`src/hw/rtl/esf_ram.sv`:
```
`default_nettype none

module esf_ram #(
  parameter int WIDTH = 64,
  parameter int DEPTH = 32
) (
  input  wire logic                     clk,
  input  wire logic                     we,
  input  wire logic [$clog2(DEPTH)-1:0] waddr,
  input  wire logic [WIDTH-1:0]         wdata,
  input  wire logic [$clog2(DEPTH)-1:0] raddr,
  output logic      [WIDTH-1:0]         rdata
);

  logic [WIDTH-1:0] mem [DEPTH];

  always_ff @(posedge clk) begin
    if (we) begin
      mem[waddr] <= wdata;
    end
    rdata <= mem[raddr];
  end

endmodule

`default_nettype wire

```
`config.mk`:
```
export PLATFORM = sky130hd
export DESIGN_NAME = esf_ram
export DESIGN_NICKNAME = d
export VERILOG_FILES = /design/src/hw/rtl/esf_ram.sv
export SDC_FILE = /design/constraint.sdc
export NUM_CORES = 2
export LEC_CHECK = 0
export ABC_AREA = 1
export BUFFER_PORTS_ARGS = -buffer_cell sky130_fd_sc_hd__buf_2
export CORE_MARGIN = 2
export CORE_UTILIZATION = 45
export DETAILED_ROUTE_END_ITERATION = 6
export PLACE_DENSITY_LB_ADDON = 0.15
export SYNTH_ARGS = -nofsm -noshare
export SYNTH_HDL_FRONTEND = slang
export SYNTH_SLANG_ARGS = --single-unit
```
`constraint.sdc`:
```
create_clock -name clk -period 6.8 [get_ports clk]
set_input_delay 0.34 -clock clk [delete_from_list [all_inputs] [get_ports clk]]
set_output_delay 0.34 -clock clk [all_outputs]
set_load 0.005 [all_outputs]
```
After elaboration in Yosys (flattened, before gate mapping)
Memories as Yosys holds them, arrays and structs flattened. A register that Yosys moved wholly into a read port is not among the register bits.
Cells that the tools add are included.
{"block": "totals", "latchBits": 0, "word_cells": 3, "input_bits": 76, "memories": 1, "regBits": 0, "romBits": 0, "ram_bits": 2048}
{"block": "classes", "n_div": 0, "add_sub_neg": 0, "magnitude_cmp": 0, "shift": 0, "eq_ne": 0, "n_reduce_logical": 0, "mux": 2, "bitwise_logic": 0, "n_mul": 0}
{"name": "mem", "words": 32, "width": 64, "rd": 1, "rd_ports_with_merged_regs": 1, "wr": 1, "line": "15", "source": "logic [WIDTH-1:0] mem [DEPTH];"}
{"op": "1-bit 2-to-1 mux", "count": 2}

Longest topological paths before layout
{"block": "logic_depth", "word_depth": 2, "ltp_mapped": 12}

Worst setup path before layout
No wires, ideal clock.
{"block": "synth_timing", "path_kind": "input -> register", "from": "in waddr[0]", "to": "mem mem[0][0], enable pin", "stages": 3, "required_time_ns": 6.314, "setup_slack_ns": 2.996, "setup_time_ns": 0.486, "t_arrival_ns": 3.317, "cell_sequence": "inv_1 > nand3_1 > nor2_1"}
{"item": "start: declaration", "line": "9", "source": "input wire logic [$clog2(DEPTH)-1:0] waddr,"}
{"item": "end: declaration", "line": "15"}
No word-level cell before the write port.

==> summary.txt <==
Area Growth Syn to Fin: 12.4%
Max Slew Vio Count: 0
Post-DRT Antenna Nets: 0
max cap viols: 0
clock skew: 0.0281 ns
clk buf depth: 3
most frequent cell after synthesis: nand2_1
Via Count: 53,327
num rows: 157
failing checks: design-rule violations
I/O Pins: 140
Post-DP HPWL: 109 mm
Slew @ Worst Pin: 1.43 ns
Crit path required time: 7.59 ns
Synth area leader: edfxtp_1
Post-layout nets: 6,898
Die ar.: 0.188 mm²
post-route cell area: 0.0932 mm²
drt drc: 1
Fin. Hold Viols: 0
setup TNS: 0 ns
Yosys cell types: 13
asr flop ratio synth: 0
Max Freq: 347 MHz
fin crit share: 0.423
status: finished with violations
share of post-route cells with drive strength above 1: 0.0781
register area share after synthesis: 0.756
post-synth design cell area: 0.0830 mm²
CTS resizes: 0
vias in the first global route: 50,360
clk slew on worst S/H paths: 0.06 ns
Initial Util: 0.453
largest net degree at the start of global routing: 255
Die Y: 433 µm
Synth Warn #: 0
worst vdd ir: 0.244 mV
CTS tree: built
number of synthesized flops with an enable pin: 2,048
top post-synthesis cells by area: edfxtp_1, nand3_1, nand2_1
Synth Register Bits: 2,112
placed inst area: 0.0858 mm²
RSZ-0062 raised after global routing: false
Root Buffer: clkbuf_16
Congestion Overflow GR: 0
kind of critical path: input pin to flip-flop
power per cell area: 296 mW/mm²
Post-Syn Area per Cell: 12.3 µm²
min cycle time layout: 2.88 ns
Synth top area share: 0.741
Core Box Area: 0.183 mm²
Num Clock Sinks: 2,112
most frequent cells after synthesis: nand2_1, edfxtp_1, nand3_1, buf_2, clkbuf_1
H-Tree Depth: 4
post-DR wirelength/cell: 25.2 µm
Final setup viols: 0
GPL Wtd Cong: 0.750
Max-slew headroom: 0.0462
Synth Flop Type: edfxtp_1
Clock Latency Late Sink: 0.85 ns
leakage: 33.0 nW
final WL: 239 mm
Vias/cell: 5.63
first-pass GRT wire length: 348 mm
Worst Path Max Fanout: 91
Die Span X: 433 µm
crit end category: flip-flop
port bufs: 139
1st-iter DRT viols: 5,695
Total GRT Usage: 0.252
Crit path arrival time: 3.67 ns
Num CTS Buffers: 214
HP Class: input pin to flip-flop
initial antenna violation count: 13
DR pass1 iterations: 7
CP startpoint kind: input pin
Mapped Cells: 6,768
Syn Nets: 6,844
sequential cells by signal, summed over array words and instances (netlist names):
| register | cells |
|---|---|
| mem | 2048 |
| rdata | 64 |
metal layers:
| metal | track usage | part of all wire | vias up |
|---|---|---|---|
| li1 | - | - | 24104 |
| met1 | 0.361 | 0.43 | 26776 |
| met2 | 0.405 | 0.47 | 2070 |
| met3 | 0.0372 | 0.069 | 369 |
| met4 | 0.0656 | 0.023 | 8 |
| met5 | 0 | 0.00019 | - |
kinds of logic (layout without fill, tap and decap cells):
group	Yosys count	in the layout	share of synthesized area
DFF	2112	2112	0.756
other	0	3	0
and+or+nand+nor	4208	4208	0.217
buffers and inverters	448	683	0.0261
worst paths after layout:
kind | endpoint | slack (ns) | cells after the start | from
max | rdata[0]$_DFF_P_ | 3.92 | 11 | raddr[0]
min reg2reg | rdata[50]$_DFF_P_ | 0.69 | 6 | mem[20][50]$_DFFE_PP_
min | mem[20][27]$_DFFE_PP_ | 0.05 | 1 | wdata[27]
max reg2reg | rdata[16]$_DFF_P_ | 5.45 | 8 | mem[0][16]$_DFFE_PP_
per-stage QoR:
stage	power (W)	worst slack (ns)	utilization	instances	hold slack, ns
global route	0.0284	3.77	0.509	9469	0.0291
global placement	0.0163	3.21	0.469	9013	0.669
detailed placement	0.0164	3.17	0.469	9013	0.679
CTS	0.0278	4.07	0.509	9467	0.00346
floorplan	0.0157	3.00	-	6768	0.439
finish	0.0276	3.92	0.509	9470	0.0460
cell usage in the layout (no fill, tap or decap), drive strengths merged:
cell and instances:
dfxtp 64, nand2 2376, buf 218, nor2 32, nand3 1800, clkinv 59, diode 3, clkbuf 325
clkinvlp 1, dlygate4sd3 57, inv 14, edfxtp 2048, bufinv 9
critical path, stage by stage:
cell and delay, ns:
buf_8 0.47, buf_4 0.90, buf_4 0.91, nand2_1 0.11, nand3_1 0.12, nand3_1 0.11
nand2_1 0.11, nand2_1 0.11, nand2_1 0.11, nand2_1 0.05, nand2_1 0.07
power by group:
part,switching [W],internal [W],total (W)
sequential,0.0000668,0.0145,0.0145
combinational,0.00117,0.000403,0.00157
clock,0.00488,0.00661,0.0115
total,0.00611,0.0215,0.0276
cell type report:
type                    count  area, µm²
fillers                 15900      89800
flip-flops and latches   2112      62800
multi-input cells        4208      18300
clock buffers             324       6230
well taps                2464       3080
repair buffers            276       2170
clock inverters            73        611
inverters                  10       78.8
diodes                      3       7.51
what timing repair did:
action                      CTS  global route
setup endpoints to repair     0             0
hold endpoints to repair   1579             0
hold buffers                 57             0
buffers inserted              0             0
No activity file was read; power rests on OpenSTA's default activity.
